[src/design/bsd_pkg.sv]
// Shared types, constants and helpers for the 3-D box-sum downsampler.
package bsd_pkg;

    localparam int DEF_MAX_WIDTH  = 64;
    localparam int DEF_MAX_HEIGHT = 64;
    localparam int DEF_MAX_SCALE  = 16;
    localparam int DEF_DATA_WIDTH = 32;

    localparam int SUM_W       = 44;
    localparam int DEPTH_LIMIT = 64;
    localparam int DEP_W       = 6;
    localparam int SCALE_W     = 5;
    localparam int SIZE_W      = 7;
    localparam int LIM_W       = 11;
    localparam int CFG_IDX_W   = 3;

    localparam logic [CFG_IDX_W-1:0] CFG_SCALE_DEPTH  = 3'd0;
    localparam logic [CFG_IDX_W-1:0] CFG_SCALE_PLANE  = 3'd1;
    localparam logic [CFG_IDX_W-1:0] CFG_SMALL_WIDTH  = 3'd2;
    localparam logic [CFG_IDX_W-1:0] CFG_SMALL_HEIGHT = 3'd3;
    localparam logic [CFG_IDX_W-1:0] CFG_SMALL_DEPTH  = 3'd4;

    typedef struct packed {
        logic [SCALE_W-1:0] scale_depth;
        logic [SCALE_W-1:0] scale_plane;
        logic [SIZE_W-1:0]  small_width;
        logic [SIZE_W-1:0]  small_height;
        logic [SIZE_W-1:0]  small_depth;
    } t_cfg;

    typedef struct packed {
        logic first;
        logic last;
        logic vend;
    } t_pos_flags;

    typedef struct packed {
        logic                    valid;
        logic signed [SUM_W-1:0] sum;
        logic                    vend;
    } t_res;

    function automatic logic [LIM_W-1:0] f_clamp(input logic [SIZE_W-1:0] v,
                                                 input logic [LIM_W-1:0] hi);
        logic [LIM_W-1:0] v_ext;
        v_ext = LIM_W'(v);
        if (v == '0) begin
            return LIM_W'(1);
        end else if (v_ext > hi) begin
            return hi;
        end
        return v_ext;
    endfunction

endpackage

[src/design/bsd_pos.sv]
// Position counters: box sub-offsets, box indices, store address and box flags.
module bsd_pos
    import bsd_pkg::*;
#(
    parameter int MAX_WIDTH  = DEF_MAX_WIDTH,
    parameter int MAX_HEIGHT = DEF_MAX_HEIGHT,
    parameter int MAX_SCALE  = DEF_MAX_SCALE,
    parameter int ADDR_W     = 12
) (
    input  logic              i_clk,
    input  logic              i_rst_n,
    input  logic              i_adv,
    input  t_cfg              i_cfg,
    output logic [ADDR_W-1:0] o_addr,
    output t_pos_flags        o_flags
);

    localparam int SUB_W = (MAX_SCALE > 1) ? $clog2(MAX_SCALE) : 1;
    localparam int COL_W = (MAX_WIDTH > 1) ? $clog2(MAX_WIDTH) : 1;
    localparam int ROW_W = (MAX_HEIGHT > 1) ? $clog2(MAX_HEIGHT) : 1;

    logic [SUB_W:0] lim_sd, lim_sp;
    logic [COL_W:0] lim_w;
    logic [ROW_W:0] lim_h;
    logic [DEP_W:0] lim_d;

    logic [SUB_W-1:0] r_sub_col, n_sub_col, r_sub_row, n_sub_row, r_sub_depth, n_sub_depth;
    logic [COL_W-1:0] r_block_col, n_block_col;
    logic [ROW_W-1:0] r_block_row, n_block_row;
    logic [DEP_W-1:0] r_block_depth, n_block_depth;

    logic w_sc, w_bc, w_sr, w_br, w_sd, w_bd;

    assign lim_sd = (SUB_W+1)'(f_clamp(SIZE_W'(i_cfg.scale_depth), LIM_W'(MAX_SCALE)));
    assign lim_sp = (SUB_W+1)'(f_clamp(SIZE_W'(i_cfg.scale_plane), LIM_W'(MAX_SCALE)));
    assign lim_w  = (COL_W+1)'(f_clamp(i_cfg.small_width, LIM_W'(MAX_WIDTH)));
    assign lim_h  = (ROW_W+1)'(f_clamp(i_cfg.small_height, LIM_W'(MAX_HEIGHT)));
    assign lim_d  = (DEP_W+1)'(f_clamp(i_cfg.small_depth, LIM_W'(DEPTH_LIMIT)));

    assign w_sc = ({1'b0, r_sub_col} + 1'b1) >= lim_sp;
    assign w_bc = ({1'b0, r_block_col} + 1'b1) >= lim_w;
    assign w_sr = ({1'b0, r_sub_row} + 1'b1) >= lim_sp;
    assign w_br = ({1'b0, r_block_row} + 1'b1) >= lim_h;
    assign w_sd = ({1'b0, r_sub_depth} + 1'b1) >= lim_sd;
    assign w_bd = ({1'b0, r_block_depth} + 1'b1) >= lim_d;

    always_comb begin
        n_sub_col     = w_sc ? '0 : r_sub_col + 1'b1;
        n_block_col   = r_block_col;
        n_sub_row     = r_sub_row;
        n_block_row   = r_block_row;
        n_sub_depth   = r_sub_depth;
        n_block_depth = r_block_depth;
        if (w_sc) begin
            n_block_col = w_bc ? '0 : r_block_col + 1'b1;
            if (w_bc) begin
                n_sub_row = w_sr ? '0 : r_sub_row + 1'b1;
                if (w_sr) begin
                    n_block_row = w_br ? '0 : r_block_row + 1'b1;
                    if (w_br) begin
                        n_sub_depth = w_sd ? '0 : r_sub_depth + 1'b1;
                        if (w_sd) begin
                            n_block_depth = w_bd ? '0 : r_block_depth + 1'b1;
                        end
                    end
                end
            end
        end
    end

    always_ff @(posedge i_clk) begin
        if (!i_rst_n) begin
            r_sub_col     <= '0;
            r_block_col   <= '0;
            r_sub_row     <= '0;
            r_block_row   <= '0;
            r_sub_depth   <= '0;
            r_block_depth <= '0;
        end else if (i_adv) begin
            r_sub_col     <= n_sub_col;
            r_block_col   <= n_block_col;
            r_sub_row     <= n_sub_row;
            r_block_row   <= n_block_row;
            r_sub_depth   <= n_sub_depth;
            r_block_depth <= n_block_depth;
        end
    end

    assign o_addr = ADDR_W'(r_block_row) * ADDR_W'(MAX_WIDTH) + ADDR_W'(r_block_col);

    assign o_flags.first = (r_sub_col == '0) && (r_sub_row == '0) && (r_sub_depth == '0);
    assign o_flags.last  = w_sc && w_sr && w_sd;
    assign o_flags.vend  = w_bc && w_br && w_bd;

endmodule

[config.mk]
export PLATFORM = sky130hd
export DESIGN_NAME = bsd_pos
export DESIGN_NICKNAME = d
export VERILOG_FILES = /design/src/design/bsd_pkg.sv /design/src/design/bsd_pos.sv
export SDC_FILE = /design/constraint.sdc
export NUM_CORES = 1
export LEC_CHECK = 0
export BUFFER_PORTS_ARGS = -buffer_cell sky130_fd_sc_hd__buf_2
export CAP_MARGIN = 10
export CORE_ASPECT_RATIO = 2
export CORE_MARGIN = 3
export CORE_UTILIZATION = 61
export CTS_CLUSTER_SIZE = 8
export DETAILED_ROUTE_END_ITERATION = 16
export GPL_TIMING_DRIVEN = 0
export PLACE_DENSITY_LB_ADDON = 0.05
export SLEW_MARGIN = 10
export SYNTH_ARGS = -nofsm -noshare
export SYNTH_HDL_FRONTEND = slang
export SYNTH_SLANG_ARGS = --single-unit
[constraint.sdc]
create_clock -name i_clk -period 4 [get_ports i_clk]
set_input_delay 0 -clock i_clk [delete_from_list [all_inputs] [get_ports i_clk]]
set_output_delay 0 -clock i_clk [all_outputs]
set_load 0.05 [all_outputs]
== Yosys cells after proc, flatten, opt, wreduce, memory -nomap -nowiden ==
Cells that the tools add are included.

* Register bits: 30
* Input port bits: 34
* Logic and storage cells: 80
* Output and inout bits: 15

* Magnitude comparators: 11
* $add $sub $neg: 13
* Reductions and logical operators: 19
* Muxes and demuxes: 31

{| class="wikitable"
|+ Operators with widths
! cell !! number
|-
| 7-bit 2-to-1 mux || 9
|-
| 5-bit 2-to-1 mux || 6
|-
| 6-bit by 1-bit adder with 7-bit output, second input constant || 3
|-
| 7-bit >= comparator || 3
|-
| 7-bit greater-than comparator, second input constant || 3
|-
| 7-bit zero test || 3
|-
| 6-bit by 1-bit adder with 6-bit output, second input constant || 3
|-
| 6-bit 2-to-1 mux || 3
|-
| 4-bit by 1-bit adder with 5-bit output, second input constant || 3
|-
| 5-bit >= comparator || 3
|-
| 12-bit by 6-bit adder with 12-bit output || 1
|-
| 4-bit by 1-bit adder with 4-bit output, second input constant || 3
|-
| 4-bit zero test || 3
|-
| 4-bit 2-to-1 mux || 3
|-
| 5-bit greater-than comparator, second input constant || 2
|-
| 5-bit zero test || 2
|-
| 1-bit 2-to-1 mux || 10
|-
| 1-bit logical AND || 6
|-
| 6-bit AND reduction || 1
|-
| 5-bit AND reduction || 1
|-
| 4-bit AND reduction || 1
|-
| 3-bit AND reduction || 1
|-
| 2-bit AND reduction || 1
|}

== Logic depth before layout (Yosys ltp) ==
* Word-level depth: 7
* Gate-level depth with buffers: 11
* Mapped depth without buffers: 10

== Least setup slack after synthesis ==
OpenSTA, ideal clock, no wires.

* Path kind: flip-flop to output port
* Start: reg r_block_row[0]
* End: out o_flags[0] in the netlist's numbering
* Arrival: 3132 ps
* Setup slack: 868 ps
* Stages on the path, launching flop included: 10
* Cells stage by stage: dfxtp_1 ha_1 nand3_1 xnor2_1 ha_1 and3_1 a221o_1 a31oi_2 or3_1 nor2_1

{| class="wikitable"
|+ RTL lines
! element !! line !! text
|-
| from (decl) || bsd_pos.sv:29 || <nowiki>logic [ROW_W-1:0] r_block_row, n_block_row;</nowiki>
|-
| from (signal assigned) || bsd_pos.sv:83 || <nowiki>r_block_row <= n_block_row;</nowiki>
|-
| to (decl) || bsd_pos.sv:15 || <nowiki>output t_pos_flags o_flags</nowiki>
|}

==> flow_summary.yaml <==
power_and_ir_drop:
  peakVddDrop_mv: 0.2176
  cellLeakagePower_nw: 1.481
  p_per_area_nw_per_um2: 249.6
route:
  viasPerCell: 5.971
  routed_wl_mm: 6.215
  drc: 0
  drtPass1Iterations: 4
  vias: 2645
  wire_per_inst_microns: 14.03
  drt_iter0_drc: 40
  postRouteAntennaNets: 0
sta:
  fin_worst_skew_ps: 3.314
  min_period_over_period: 0.7979
  setup_viol: 0
  fmax_ghz: 0.3133
  fin_setup_tns_ps: 0
  max-slew-margin-rel: 0.5966
  slew_violations: 0
  tightest_slew_ps: 601.9
  fin_crit_ps: 3192
  rsz0062_at_grt: "false"
  final-hold-violation-count: 0
synthesis:
  yosys-top-cells-area: "dfxtp_1 (22%), ha_1 (22%), nand2_1 (6.0%)"
  synthCells: 336
  synth-main-ff-cell: "dfxtp_1"
  async_reset_ff_frac: 0
  yosysMostFrequentCell: "ha_1"
  yosysTopAreaCell: "dfxtp_1"
  synth.top_cell.area_share: 0.2240
  ys_seq_elements: 30
  syn_nets: 417
  synth_area_sq_um: 2681
  avgSynthCellArea_sq_um: 7.980
  synth-edff-count: 0
  yosysSeqAreaShare: 0.2240
  yosys_warnings: 0
  synthTopCellsByCount: "ha_1 (47), nand2_1 (43), dfxtp_1 (30)"
  synth_cell_types: 46
clock_network:
  cts_tree: "yes"
  clk_latency_ps: 290
  cts.repair.resized: 0
  cts.sinks: 30
  clkTransAtPathRegs_ps: 70
  htree_levels: 2
  numCtsBuffers: 5
  cts-root-buf: "clkbuf_8"
  post_cts_buffers: 0
  hold_buffers: 0
  ctsLongestPathBuffers: 2
cells_and_area:
  num-nets-final: 471
  fin_cells: 443
  drive_gt1_frac: 0.1662
  syn2layout_area_growth_pct: 15.45
  antenna_cells: 0
grt:
  grt_first_pass_wirelength_mm: 10.57
  grt_max_degree: 12
  grt_usage: 0.2575
  antenna_found_initial: 0
  grt-ovfl-total: 0
  grt_pass1_vias: 2519
hold_path:
  hp-class: "in2reg"
  holdCritStartpoint: "i_adv"
outcome:
  status: "finished clean"
placed_design:
  hpwl_mm: 5.038
  dp.cells: 435
  port_buffers: 47
  place.gp.congestion: 0.8303
setup_path:
  worstPathRequired_ps: 4000
  end_kind: "primary output"
  cp.arrival_ps: 3190
  crit_path_start_kind: "flop"
  r2r-start: "r_block_col[0]"
  critPathMaxFanout: 10
  cp-startpoint: "r_block_row[0]"
  worstSetupPathType: "reg2out"
floorplanning:
  initial_core_util: 0.6430
  coreArea_sq_um: 4170
  io_pins: 49
  dieHeight_microns: 99.76
  chipWidth_microns: 52.88
  die_area_sq_um: 5275
  rows: 33
flow_run:
  maxCapViolCount: 0
[power by group]
| group | switching, W | leakage (nW) | internal, W |
|---|---|---|---|
| clock network | 0.000123 | 0.0504 | 0.000185 |
| registers | 0.00000604 | 0.242 | 0.000302 |
| logic | 0.0000970 | 1.19 | 0.0000588 |
[cell type report]
cell class | count | area, sq um
Multi-Input combinational cell | 283 | 1987
Timing Repair Buffer | 47 | 235.2
Buffer | 6 | 30.03
Clock buffer | 5 | 68.82
Inverter | 17 | 63.81
Tap cell | 52 | 65.06
Sequential cell | 30 | 600.6
Clock inverter | 3 | 45.04
Fill cell | 352 | 1075
[state kept, by name, indices dropped and copies added (netlist names)]
signal         count
r_sub_depth        4
r_sub_row          4
r_block_col        6
r_block_row        6
r_block_depth      6
r_sub_col          4
[worst max-delay path, cell delays in order, from the launching register on]
cell and delay, ps:
dfxtp_1 430, nand3_1 190, nor2_1 170, xor2_1 270, ha_1 290, a21o_1 180, a221o_1 350, a31oi_2 420
or3_1 290, nor2_1 70, buf_2 240
[routing by layer]
metal  vias up  routed length (microns)  global-route usage  share of wire
li1       1351                        -                   -              -
met1      1219                     2386              0.2637           0.38
met2        58                     3455              0.4828           0.56
met3        17                      198             0.03598          0.032
met4         0                      175              0.1181          0.028
met5         -                        0                   0              0
[cells in the final DEF, fill, tap and decap left out, types with 9 or more instances in the layout]
master / netlist / routed
a21oi_1: 29 / 29
buf_2: 0 / 47
dfxtp_1: 30 / 30
ha_1: 47 / 47
inv_1: 17 / 17
nand2_1: 43 / 43
nand3_1: 21 / 21
nand4_1: 10 / 10
nor2_1: 16 / 16
o21ai_1: 9 / 9
xnor2_1: 11 / 11
xor2_1: 10 / 10
[metrics by stage]
stage | setup slack (ps) | instance area, sq um | hold slack, ps | utilization | total power (W)
2_1_floorplan | 867.8 | 2681 | 331.4 | - | 0.0004225
3_3_place_gp | 1144 | 2982 | 441.8 | 0.7150 | 0.0004661
3_5_place_dp | 1092 | 2982 | 461.4 | 0.7150 | 0.0004710
4_1_cts | 835.9 | 3095 | 149.3 | 0.7423 | 0.0007794
5_1_grt | 576.5 | 3095 | 203.9 | 0.7423 | 0.0008121
6_report | 808.4 | 3095 | 158.4 | 0.7423 | 0.0007726
[final timing paths]
| check | to | slack, ps | depth (start not counted) |
|---|---|---|---|
| max reg2reg | r_block_col[2] | 1080 | 11 |
| min reg2reg | r_block_col[1] | 500 | 2 |
| min | r_block_col[1] | 160 | 3 |
| max | o_flags[0] | 810 | 10 |
[kinds of logic (layout without fill, tap and decap cells)]
| group | Yosys count | after routing | synth area share |
|---|---|---|---|
| adders and majority gates | 47 | 47 | 0.2193 |
| buffers and inverters | 23 | 78 | 0.03500 |
| and+or+nand+nor | 133 | 133 | 0.2520 |
| muxes | 2 | 2 | 0.007933 |
| AOI/OAI and AO/OA | 80 | 80 | 0.1932 |
| xor gates and xnor gates | 21 | 21 | 0.06859 |
| DFF | 30 | 30 | 0.2240 |
Note: power is estimated with default switching activity, not from simulation.
